**config.mk**
```make
export PLATFORM = sky130hd
export DESIGN_NAME = led_mode_scheduler
export DESIGN_NICKNAME = d
export VERILOG_FILES = /design/src/rtl/lms_pkg.sv /design/src/rtl/led_mode_scheduler.sv /design/src/rtl/lms_core.sv
export SDC_FILE = /design/constraint.sdc
export NUM_CORES = 1
export LEC_CHECK = 0
export BUFFER_PORTS_ARGS = -buffer_cell sky130_fd_sc_hd__buf_4
export CAP_MARGIN = 25
export CORE_MARGIN = 1
export CORE_UTILIZATION = 45
export CTS_BUF_LIST = sky130_fd_sc_hd__clkbuf_4
export DETAILED_ROUTE_END_ITERATION = 8
export GPL_TIMING_DRIVEN = 0
export PLACE_DENSITY = 0.65
export SYNTH_ARGS = -nofsm -noshare
export SYNTH_HDL_FRONTEND = slang
export SYNTH_HIERARCHICAL = 1
export SYNTH_SLANG_ARGS = --single-unit
```
**constraint.sdc**
```tcl
create_clock -name clk_i -period 10.98 [get_ports clk_i]
set_input_delay 1.098 -clock clk_i [delete_from_list [all_inputs] [get_ports clk_i]]
set_output_delay 1.098 -clock clk_i [all_outputs]
set_load 0.005 [all_outputs]
```
**src/rtl/lms_pkg.sv**
```systemverilog
// lms_pkg: shared types and codes for the led mode scheduler
// mode, command, action and register index codes, plus the structs passed between modules
// no dependencies

package lms_pkg;

  // modes
  localparam logic [2:0] MODE_OFF    = 3'd0;
  localparam logic [2:0] MODE_ON     = 3'd1;
  localparam logic [2:0] MODE_BLINK  = 3'd2;
  localparam logic [2:0] MODE_BREATH = 3'd3;
  localparam logic [2:0] MODE_AUTO   = 3'd4;

  // request kinds
  localparam logic [1:0] CMD_TICK    = 2'd0;
  localparam logic [1:0] CMD_SET     = 2'd1;
  localparam logic [1:0] CMD_TOGGLE  = 2'd2;

  // led drive actions
  localparam logic [2:0] ACT_NONE    = 3'd0;
  localparam logic [2:0] ACT_OFF     = 3'd1;
  localparam logic [2:0] ACT_ON      = 3'd2;
  localparam logic [2:0] ACT_TOGGLE  = 3'd3;
  localparam logic [2:0] ACT_BRIGHT  = 3'd4;

  // configuration register indexes
  localparam logic [2:0] CFG_BLINK_INTERVAL = 3'd0;
  localparam logic [2:0] CFG_BREATH_STEP    = 3'd1;
  localparam logic [2:0] CFG_PWM_FLOOR      = 3'd2;
  localparam logic [2:0] CFG_PWM_CEILING    = 3'd3;
  localparam logic [2:0] CFG_WIN_A_START    = 3'd4;
  localparam logic [2:0] CFG_WIN_A_END      = 3'd5;
  localparam logic [2:0] CFG_WIN_B_START    = 3'd6;
  localparam logic [2:0] CFG_WIN_B_END      = 3'd7;

  localparam int unsigned CFG_ADDR_W  = 3;
  localparam int unsigned CFG_DATA_W  = 16;
  localparam int unsigned IN_TDATA_W  = 48;
  localparam int unsigned IN_TUSER_W  = 2;
  localparam int unsigned OUT_TDATA_W = 24;

  localparam logic [7:0] HOUR_NONE = 8'hFF;

  typedef struct packed {
    logic [15:0] blink_interval_ms;
    logic [7:0]  breath_step;
    logic [9:0]  pwm_floor;
    logic [9:0]  pwm_ceiling;
    logic [4:0]  window_a_start;
    logic [4:0]  window_a_end;
    logic [4:0]  window_b_start;
    logic [4:0]  window_b_end;
  } lms_cfg_t;

  typedef struct packed {
    logic [1:0]  cmd;
    logic [2:0]  new_mode;
    logic [31:0] now_ms;
    logic        time_synced;
    logic [4:0]  hour;
  } lms_item_t;

  typedef struct packed {
    logic [2:0]  mode;
    logic [31:0] last_tick;
    logic [9:0]  breath_level;
    logic        breath_rising;
    logic [7:0]  last_auto_hour;
    logic        override_active;
    logic [7:0]  override_hour;
    logic        light_reported_on;
  } lms_state_t;

  typedef struct packed {
    logic [2:0]  led_action;
    logic [9:0]  brightness;
    logic        report_valid;
    logic        report_on;
    logic [2:0]  mode_now;
  } lms_result_t;

endpackage

```
**src/rtl/led_mode_scheduler.sv**
```systemverilog
// led_mode_scheduler: LED mode controller with stream request and result channels
//
// Requests enter on the s_axis group: tuser carries the request kind (tick, set mode,
// manual toggle), tdata the new mode, millisecond count, time-synced flag and hour.
// Every accepted request gives exactly one result on the m_axis group: the LED drive
// action, brightness, light state report and the mode after the request.
// Requests are first captured in an input register; the step logic then updates the
// mode state and loads the output register, which drives m_axis_tvalid_o. One request
// is taken per cycle when the receiver keeps up, since the state loop closes through
// the step logic alone.
// When the receiver stalls, the output register holds its result and the input
// register holds one more request; s_axis_tready drops only while both are full.
// Configuration is a plain write port (cfg_we_i, cfg_addr_i, cfg_wdata_i); the user
// must write it only while no request is in flight; the block does not enforce this.
// Reset puts the block into blink mode with the documented register defaults and
// empties both registers.

module led_mode_scheduler #(
  parameter int unsigned BREATH_PERIOD_MS = 20,
  parameter int unsigned PWM_BITS         = 10
) (
  input  logic                               clk_i,
  input  logic                               rst_ni,
  input  logic                               cfg_we_i,
  input  logic [lms_pkg::CFG_ADDR_W-1:0]     cfg_addr_i,
  input  logic [lms_pkg::CFG_DATA_W-1:0]     cfg_wdata_i,
  input  logic                               s_axis_tvalid_i,
  output logic                               s_axis_tready_o,
  // new_mode[2:0], now_ms[34:3], time_synced[35], hour[40:36], zero fill
  input  logic [lms_pkg::IN_TDATA_W-1:0]     s_axis_tdata_i,
  // cmd[1:0]
  input  logic [lms_pkg::IN_TUSER_W-1:0]     s_axis_tuser_i,
  output logic                               m_axis_tvalid_o,
  input  logic                               m_axis_tready_i,
  // led_action[2:0], brightness[12:3], report_valid[13], report_on[14],
  // mode_now[17:15], zero fill
  output logic [lms_pkg::OUT_TDATA_W-1:0]    m_axis_tdata_o
);

  lms_pkg::lms_cfg_t    cfg_q;
  lms_pkg::lms_state_t  state_q, state_d;
  lms_pkg::lms_item_t   item_q;
  lms_pkg::lms_result_t result_d, result_q;
  logic                 in_valid_q, out_valid_q;
  logic                 advance;

  assign advance         = in_valid_q && (!out_valid_q || m_axis_tready_i);
  assign s_axis_tready_o = !in_valid_q || advance;

  always_ff @(posedge clk_i or negedge rst_ni) begin
    if (!rst_ni) begin
      cfg_q.blink_interval_ms <= 16'd1000;
      cfg_q.breath_step       <= 8'd8;
      cfg_q.pwm_floor         <= 10'd0;
      cfg_q.pwm_ceiling       <= 10'd1023;
      cfg_q.window_a_start    <= 5'd18;
      cfg_q.window_a_end      <= 5'd24;
      cfg_q.window_b_start    <= 5'd0;
      cfg_q.window_b_end      <= 5'd6;
    end else if (cfg_we_i) begin
      case (cfg_addr_i)
        lms_pkg::CFG_BLINK_INTERVAL: cfg_q.blink_interval_ms <= cfg_wdata_i;
        lms_pkg::CFG_BREATH_STEP:    cfg_q.breath_step       <= cfg_wdata_i[7:0];
        lms_pkg::CFG_PWM_FLOOR:      cfg_q.pwm_floor         <= cfg_wdata_i[9:0];
        lms_pkg::CFG_PWM_CEILING:    cfg_q.pwm_ceiling       <= cfg_wdata_i[9:0];
        lms_pkg::CFG_WIN_A_START:    cfg_q.window_a_start    <= cfg_wdata_i[4:0];
        lms_pkg::CFG_WIN_A_END:      cfg_q.window_a_end      <= cfg_wdata_i[4:0];
        lms_pkg::CFG_WIN_B_START:    cfg_q.window_b_start    <= cfg_wdata_i[4:0];
        lms_pkg::CFG_WIN_B_END:      cfg_q.window_b_end      <= cfg_wdata_i[4:0];
        default: ;
      endcase
    end
  end

  always_ff @(posedge clk_i or negedge rst_ni) begin
    if (!rst_ni) begin
      in_valid_q <= 1'b0;
    end else if (s_axis_tready_o) begin
      in_valid_q <= s_axis_tvalid_i;
    end
  end

  always_ff @(posedge clk_i) begin
    if (s_axis_tvalid_i && s_axis_tready_o) begin
      item_q.cmd         <= s_axis_tuser_i[1:0];
      item_q.new_mode    <= s_axis_tdata_i[2:0];
      item_q.now_ms      <= s_axis_tdata_i[34:3];
      item_q.time_synced <= s_axis_tdata_i[35];
      item_q.hour        <= s_axis_tdata_i[40:36];
    end
  end

  lms_core #(
    .BREATH_PERIOD_MS(BREATH_PERIOD_MS),
    .PWM_BITS        (PWM_BITS)
  ) u_core (
    .cfg_i   (cfg_q),
    .state_i (state_q),
    .item_i  (item_q),
    .state_o (state_d),
    .result_o(result_d)
  );

  always_ff @(posedge clk_i or negedge rst_ni) begin
    if (!rst_ni) begin
      state_q.mode              <= lms_pkg::MODE_BLINK;
      state_q.last_tick         <= '0;
      state_q.breath_level      <= '0;
      state_q.breath_rising     <= 1'b1;
      state_q.last_auto_hour    <= lms_pkg::HOUR_NONE;
      state_q.override_active   <= 1'b0;
      state_q.override_hour     <= lms_pkg::HOUR_NONE;
      state_q.light_reported_on <= 1'b0;
      out_valid_q               <= 1'b0;
    end else if (advance) begin
      state_q     <= state_d;
      out_valid_q <= 1'b1;
    end else if (m_axis_tready_i) begin
      out_valid_q <= 1'b0;
    end
  end

  always_ff @(posedge clk_i) begin
    if (advance) begin
      result_q <= result_d;
    end
  end

  assign m_axis_tvalid_o = out_valid_q;
  assign m_axis_tdata_o  = {6'd0, result_q.mode_now, result_q.report_on,
                            result_q.report_valid, result_q.brightness, result_q.led_action};

endmodule

```
**src/rtl/lms_core.sv**
```systemverilog
// lms_core: combinational step of the led mode scheduler
// takes the held state, configuration and one request, gives next state and the result
// depends on lms_pkg

module lms_core #(
  parameter int unsigned BREATH_PERIOD_MS = 20,
  parameter int unsigned PWM_BITS         = 10
) (
  input  lms_pkg::lms_cfg_t    cfg_i,
  input  lms_pkg::lms_state_t  state_i,
  input  lms_pkg::lms_item_t   item_i,
  output lms_pkg::lms_state_t  state_o,
  output lms_pkg::lms_result_t result_o
);

  localparam logic [16:0] PwmMax = 17'((32'd1 << PWM_BITS) - 32'd1);

  typedef struct packed {
    logic        hit;
    logic [31:0] last_tick;
    logic [9:0]  level;
    logic        rising;
  } breath_t;

  logic [9:0] top;

  assign top = ({7'd0, cfg_i.pwm_ceiling} > PwmMax) ? PwmMax[9:0] : cfg_i.pwm_ceiling;

  function automatic logic in_window(input logic [4:0] h, input lms_pkg::lms_cfg_t c);
    return (h >= c.window_a_start && h < c.window_a_end) ||
           (h >= c.window_b_start && h < c.window_b_end);
  endfunction

  // one breathing update once the breath period has elapsed, bounces between floor and clamped ceiling
  function automatic breath_t breath_run(input logic [31:0] now,
                                         input lms_pkg::lms_state_t s,
                                         input lms_pkg::lms_cfg_t c,
                                         input logic [9:0] t);
    breath_t r;
    logic [31:0] diff;
    logic signed [11:0] lvl;
    r.hit       = 1'b0;
    r.last_tick = s.last_tick;
    r.level     = s.breath_level;
    r.rising    = s.breath_rising;
    diff        = now - s.last_tick;
    lvl         = '0;
    if (diff >= 32'(BREATH_PERIOD_MS)) begin
      r.hit       = 1'b1;
      r.last_tick = now;
      if (s.breath_rising) begin
        lvl = $signed({2'b00, s.breath_level}) + $signed({4'b0000, c.breath_step});
      end else begin
        lvl = $signed({2'b00, s.breath_level}) - $signed({4'b0000, c.breath_step});
      end
      if (lvl >= $signed({2'b00, t})) begin
        r.level  = t;
        r.rising = 1'b0;
      end else if (lvl <= $signed({2'b00, c.pwm_floor})) begin
        r.level  = c.pwm_floor;
        r.rising = 1'b1;
      end else begin
        r.level = lvl[9:0];
      end
    end
    return r;
  endfunction

  always_comb begin
    lms_pkg::lms_state_t s;
    breath_t b;
    logic [2:0] act;
    logic [9:0] bright;
    logic rep, rep_on, apply, aon, win, breathe, lit;

    s      = state_i;
    b      = '0;
    act    = lms_pkg::ACT_NONE;
    bright = '0;
    rep    = 1'b0;
    rep_on = 1'b0;
    apply  = 1'b0;
    breathe = 1'b0;
    lit    = 1'b0;
    win    = in_window(item_i.hour, cfg_i);
    aon    = item_i.time_synced && win;

    case (item_i.cmd)
      lms_pkg::CMD_TICK: begin
        if (s.mode == lms_pkg::MODE_BLINK && item_i.time_synced) begin
          s.mode            = lms_pkg::MODE_AUTO;
          s.last_auto_hour  = lms_pkg::HOUR_NONE;
          s.override_active = 1'b0;
          s.last_tick       = item_i.now_ms;
        end
        if (s.mode == lms_pkg::MODE_BLINK) begin
          if ((item_i.now_ms - s.last_tick) >= {17'd0, cfg_i.blink_interval_ms[15:1]}) begin
            s.last_tick = item_i.now_ms;
            act         = lms_pkg::ACT_TOGGLE;
          end
        end else if (s.mode == lms_pkg::MODE_BREATH) begin
          breathe = 1'b1;
        end else if (s.mode == lms_pkg::MODE_AUTO) begin
          if (item_i.time_synced && {3'd0, item_i.hour} != s.last_auto_hour) begin
            apply            = 1'b1;
            s.last_auto_hour = {3'd0, item_i.hour};
            if (s.override_active) begin
              if ({3'd0, item_i.hour} != s.override_hour) s.override_active = 1'b0;
              else apply = 1'b0;
            end
            if (apply) begin
              if (win) begin
                s.breath_level  = cfg_i.pwm_floor;
                s.breath_rising = 1'b1;
                s.last_tick     = item_i.now_ms;
              end else begin
                act = lms_pkg::ACT_OFF;
              end
            end
          end
          if (s.override_active) begin
            if (aon) act = lms_pkg::ACT_OFF;
            else breathe = 1'b1;
          end else begin
            breathe = aon;
          end
        end
        if (breathe) begin
          b = breath_run(item_i.now_ms, s, cfg_i, top);
          if (b.hit) begin
            s.last_tick     = b.last_tick;
            s.breath_level  = b.level;
            s.breath_rising = b.rising;
            act             = lms_pkg::ACT_BRIGHT;
            bright          = b.level;
          end
        end
        // light state report for every mode but blink
        if (s.mode != lms_pkg::MODE_BLINK) begin
          if (s.mode == lms_pkg::MODE_ON || s.mode == lms_pkg::MODE_BREATH) lit = 1'b1;
          else if (s.mode == lms_pkg::MODE_AUTO) lit = s.override_active ? !aon : aon;
          if (lit != s.light_reported_on) begin
            s.light_reported_on = lit;
            rep    = 1'b1;
            rep_on = lit;
          end
        end
      end
      lms_pkg::CMD_SET: begin
        if (item_i.new_mode <= lms_pkg::MODE_AUTO) begin
          s.mode = item_i.new_mode;
          case (item_i.new_mode)
            lms_pkg::MODE_OFF:   act = lms_pkg::ACT_OFF;
            lms_pkg::MODE_ON:    act = lms_pkg::ACT_ON;
            lms_pkg::MODE_BLINK: s.last_tick = item_i.now_ms;
            lms_pkg::MODE_BREATH: begin
              s.breath_level  = cfg_i.pwm_floor;
              s.breath_rising = 1'b1;
              s.last_tick     = item_i.now_ms;
            end
            default: begin
              s.last_auto_hour  = lms_pkg::HOUR_NONE;
              s.override_active = 1'b0;
            end
          endcase
        end
      end
      lms_pkg::CMD_TOGGLE: begin
        if (s.mode inside {lms_pkg::MODE_OFF, lms_pkg::MODE_BLINK}) begin
          s.breath_level  = cfg_i.pwm_floor;
          s.breath_rising = 1'b1;
          s.last_tick     = item_i.now_ms;
          s.mode          = lms_pkg::MODE_BREATH;
          rep             = 1'b1;
          rep_on          = 1'b1;
        end else if (s.mode inside {lms_pkg::MODE_ON, lms_pkg::MODE_BREATH}) begin
          s.mode = lms_pkg::MODE_OFF;
          act    = lms_pkg::ACT_OFF;
          rep    = 1'b1;
        end else if (s.mode == lms_pkg::MODE_AUTO && item_i.time_synced) begin
          s.override_hour   = {3'd0, item_i.hour};
          s.override_active = 1'b1;
          rep               = 1'b1;
          if (win) begin
            act = lms_pkg::ACT_OFF;
          end else begin
            s.breath_level  = cfg_i.pwm_floor;
            s.breath_rising = 1'b1;
            s.last_tick     = item_i.now_ms;
            rep_on          = 1'b1;
          end
        end
      end
      default: begin
        // unused request kind: state untouched
      end
    endcase

    state_o               = s;
    result_o.led_action   = act;
    result_o.brightness   = (act == lms_pkg::ACT_BRIGHT) ? bright : 10'd0;
    result_o.report_valid = rep;
    result_o.report_on    = rep && rep_on;
    result_o.mode_now     = s.mode;
  end

endmodule

```
==> impl_metrics.toml, run 1 <==
[pwr]
p_leak_nw = 7.627
combPwrFrac = 0.733
p_clk_frac = 0.069
p_int_mw = 2.704
switching_power_mw = 2.924
power_switching_share = 0.5196
power_frac_seq = 0.198
finalPower_mw = 5.629
pwr_density_cell_mw_per_mm2 = 314.5
vdd_ir_drop_max_mv = 0.1460

[finish]
fillCellCount = 3411
drive_above_1_share = 0.1945
postLayoutCoreUtil = 0.5032
seq_area_mm2 = 0.005111
area_growth_syn_to_layout_pct = 10.06
final_nets = 2147
multiInputGateArea_mm2 = 0.01039
stdcell_area_mm2 = 0.01790

[drt]
routed_wl_um = 47740
drtAntennaViolNets = 0
vias_per_cell = 5.985
routed-wl-met3_um = 2849
top_layer = "met4"
via_count = 14430
drcViolationCount = 0
m1WireLength_um = 22960
wl_met2_um = 20780
drt-pass1-iter-count = 6
wl_per_cell_um = 19.80
drt-initial-drc-count = 1395

[worst_setup_path]
r2r_end = "state_q[57]"
required_ps = 11550
path_class = "reg2reg"
crit_cells = 37
timing.critical_path.from_type = "register"
endpoint_kind = "register"
rrSetupSlack_ps = 660
startpoint = "state_q[61]"
path_buf_inv = 6
crit_family = "compound AO/OA/AOI/OAI gates"
max_stage_delay_ps = 560
r2r_start = "state_q[61]"
crit_fanout = 12
cp_common_cell = "ha_1"
critPathSlowestCell = "or4bb_1"
arrival_ps = 10890
crit_end = "state_q[57]"
reg2regPathDepth = 37

[grt]
grt_pass1_vias = 13619
antenna_found_initial = 1
grt_max_degree = 80
grt_pass1_wl_um = 74510
grt_use_total = 0.2610
overflow = 0

[run]
drv_cap = 0

[sta]
rsz0062_at_grt = "false"
maxSlewViolCount = 0
whs_ps = 368.0
skew_ps = 36.42
worst_slew_pin_slew_ps = 1035
fin_ws_ps = 661.4
layout_min_cycle_time_ps = 10320
report.final.setup_viol = 0
fmax_ghz = 0.09691
period_share = 0.9398
hold_viol_final = 0
max_slew_margin = 0.3072

[placement]
finalWeightedCongestion = 0.9300
place_hpwl_um = 37210
post-place-ws_ps = -529.5
dpl_cell_area_mm2 = 0.01754
portBuffers = 84

[status]
status = "complete, no violations"

[die]
num_rows = 69
die_w_um = 192.1
dieHeight_um = 192.1
io_pins = 100
initial_core_util = 0.4572
core_mm2 = 0.03557
dieArea_mm2 = 0.03690

[cts]
clock_path_buffers = 2
cts_root_buf = "clkbuf_4"
cts_max_level = 4
cts_made_buffers = 17
path_clk_slew_ps = 190
cts_tree = "done"
cts_hold_buffers = 0
clk_latency_ps = 660
cts_sinks = 190

[min_path]
hp-class = "in2async"

[logic_synthesis]
avgSynthCellArea_um2 = 8.906
synth_cells = 1826
yosysWarningCount = 6
synth_area_mm2 = 0.01626
## worst min-delay path by stage
stage,depth (start not counted),end
after floorplan,1,m_axis_tvalid_o
after global placement,1,m_axis_tvalid_o
after detailed placement,1,cfg_q[10]
after CTS,1,state_q[54]
after global routing,1,state_q[54]
final,1,state_q[54]
## routing by layer
| layer | track usage | vias to the layer above |
|---|---|---|
| li1 | - | 6919 |
| met1 | 0.3769 | 6936 |
| met2 | 0.3974 | 511 |
| met3 | 0.03965 | 64 |
| met4 | 0.08177 | 0 |
| met5 | 0 | - |
## what timing repair did
item | CTS | global route
setup buffers | 1 | 3
pin swaps | 1 | 1
gates resized for setup | 4 | 20
endpoints found under the setup margin | 42 | 54
hold endpoints to repair | 0 | 0
## cells in the final DEF (no fill, tap or decap), types with 61 or more instances in the layout
master and instances:
dfrtp_1 88, mux2_2 127, edfxtp_1 61, nand2_1 149, buf_4 103, a21oi_1 161, inv_1 103, nor2_1 168
o21ai_0 115, ha_1 132
## power by group through the flow
stage               clock network, mW  logic, mW  registers (mW)
floorplan                           0       3.06            1.07
global placement                    0       3.93            1.11
detailed placement                  0       4.00            1.12
CTS                             0.401       4.03            1.11
global route                    0.424       4.57            1.14
finish                          0.391       4.13            1.11
## state kept, by name, indices dropped and copies added (netlist names)
register	count
cfg_q	63
in_valid_q	1
m_axis_tvalid_o	1
state_q	64
item_q	43
m_axis_tdata_o	18
## through the flow
stage / instances / TNS [ps]
2_1_floorplan: 1831 / 0
3_3_place_gp: 2376 / -4592
3_5_place_dp: 2378 / -10960
4_1_cts: 2411 / 0
5_1_grt: 2411 / 0
6_report: 2411 / 0
## cell type report
class / count / share of cell area
antenna: 1 / 0.0001398
multi-input combinational: 1444 / 0.5803
clock buffer: 17 / 0.007131
sequential: 190 / 0.2856
buffer: 88 / 0.02496
tap: 461 / 0.03223
inverter: 104 / 0.02181
clock inverter: 15 / 0.007620
timing repair buffer: 91 / 0.04020
Note: power is estimated with default switching activity, not from simulation.
==> run 2: changes to the inputs <==
--- a/config.mk
+++ b/config.mk
@@ -7,7 +7,7 @@
 export LEC_CHECK = 0
 export BUFFER_PORTS_ARGS = -buffer_cell sky130_fd_sc_hd__buf_4
 export CAP_MARGIN = 25
-export CORE_MARGIN = 1
+export CORE_MARGIN = 2
 export CORE_UTILIZATION = 45
 export CTS_BUF_LIST = sky130_fd_sc_hd__clkbuf_4
 export DETAILED_ROUTE_END_ITERATION = 8
==> impl_metrics.toml, run 2 (synthesis results as in run 1) <==
[finish]
final_nets = 2153
layout.cells.non_filler = 2418
largestRegisters = "state_q: 64 flops, cfg_q: 63 flops, item_q: 43 flops"
layout_commonest_cell = "nor2_1"
mostFrequentLayoutCells = "nor2_1 (168), a21oi_1 (165), nand2_1 (149)"
fillCellCount = 3400
area_growth_syn_to_layout_pct = 10.28
drive_above_1_share = 0.1923
top_register = "state_q"
postLayoutCoreUtil = 0.5042
largest_reg_flops = 64
stdcell_area_mm2 = 0.01793

[cts]
cts_sinks = 190
cts_root_buf = "clkbuf_4"
path_clk_slew_ps = 170
cts_hold_buffers = 0
cts_max_level = 4
clock_path_buffers = 2
clk_latency_ps = 670
cts_made_buffers = 17
cts_tree = "done"

[placement]
dpl_cell_area_mm2 = 0.01754
portBuffers = 84
place_hpwl_um = 36720
finalWeightedCongestion = 0.9308
post-place-ws_ps = -415.6
place_inst = 2378

[grt]
grt_pass1_vias = 13521
grt_max_degree = 69
grt_pass1_wl_um = 74710
overflow = 0
grt_use_total = 0.2474
antenna_found_initial = 1

[worst_setup_path]
rrSetupSlack_ps = 510
r2r_start = "state_q[61]"
path_class = "reg2reg"
max_stage_delay_ps = 520
critPathSlowestCell = "or4b_1"
cp_common_cell = "clkbuf_1"
crit_fanout = 12
timing.critical_path.from_type = "register"
required_ps = 11540
arrival_ps = 11040
reg2regPathDepth = 40
r2r_end = "state_q[37]"
endpoint_kind = "register"

[drt]
drt-initial-drc-count = 1409
wl_per_cell_um = 19.74
drtAntennaViolNets = 0
drcViolationCount = 0
routed_wl_um = 47730
via_count = 14518
vias_per_cell = 6.004
drt-pass1-iter-count = 6

[die]
io_pins = 100
core_mm2 = 0.03557
die_w_um = 194.1
dieHeight_um = 194.1
initial_core_util = 0.4572
num_rows = 69
dieArea_mm2 = 0.03767

[sta]
setup-tns-final_ps = 0
max_slew_margin = 0.2942
report.final.setup_viol = 0
worst_slew_pin_slew_ps = 1055
whs_ps = 405.3
hold_viol_final = 0
maxSlewViolCount = 0
period_share = 0.9537
layout_min_cycle_time_ps = 10470
skew_ps = 40.43
fmax_ghz = 0.09549
fin_ws_ps = 507.9

[pwr]
pwr_density_cell_mw_per_mm2 = 315.7
p_leak_nw = 7.657
finalPower_mw = 5.662
vdd_ir_drop_max_mv = 0.1546

[status]
status = "complete, no violations"

[run]
drv_cap = 0

[min_path]
hp-class = "in2async"
[run 2: changes by cell type in the layout (fill, tap and decap cells not counted), moves of 2 or more]
| cell | before | now |
|---|---|---|
| a21oi_2 | 5 | 1 |
| nor2b_2 | 2 | 0 |
| nor2b_1 | 15 | 17 |
| a21oi_1 | 161 | 165 |
| buf_4 | 103 | 105 |
| clkbuf_1 | 51 | 55 |
[run 2: layer usage]
metal | track usage | vias up | routed length [um]
met5 | 0 | - | 0
met4 | 0.07492 | 0 | 1199
met3 | 0.03566 | 68 | 3185
li1 | - | 6933 | -
met2 | 0.3763 | 577 | 20650
met1 | 0.3624 | 6940 | 22700
[run 2: cell type report]
class	instances	area (um2)	area share
buffer	92	461.7	0.02574
sequential	190	5111	0.2850
timing repair buffer	93	734.5	0.04095
multi-input combinational	1444	10370	0.5783
antenna	2	5.005	0.0002791
clock buffer	17	127.6	0.007116
clock inverter	15	155.1	0.008651
inverter	104	390.4	0.02177
tap	461	576.8	0.03216
[run 2: critical path: cells and delay by family, from the launching register on]
family	cells	cell delay [ps]
simple gates	9	2350
mux	1	270
buf+inv	8	2000
flops	1	430
xor+xnor	1	100
compound gates	18	4320
fa+ha+maj	3	880
[run 2: worst max-delay path by stage]
stage,from,end,slack [ps],cells after the start
floorplan,state_q[62],state_q[25],2240,38
global placement,item_q[5],state_q[36],-440,35
detailed placement,item_q[5],state_q[36],-420,35
CTS,item_q[5],state_q[36],30,35
global route,state_q[62],state_q[49],-30,40
finish,state_q[61],state_q[37],510,40
[run 2: what timing repair did]
item	CTS	global route
setup endpoints to repair	42	54
gates cloned	0	0
gates resized for setup	4	14
pin swaps	1	2
setup buffers	0	6
[run 2: where the power goes]
part | internal [mW] | switching [mW] | total, mW
clock network | 0.121 | 0.296 | 0.417
logic | 1.65 | 2.48 | 4.13
registers | 0.953 | 0.161 | 1.11
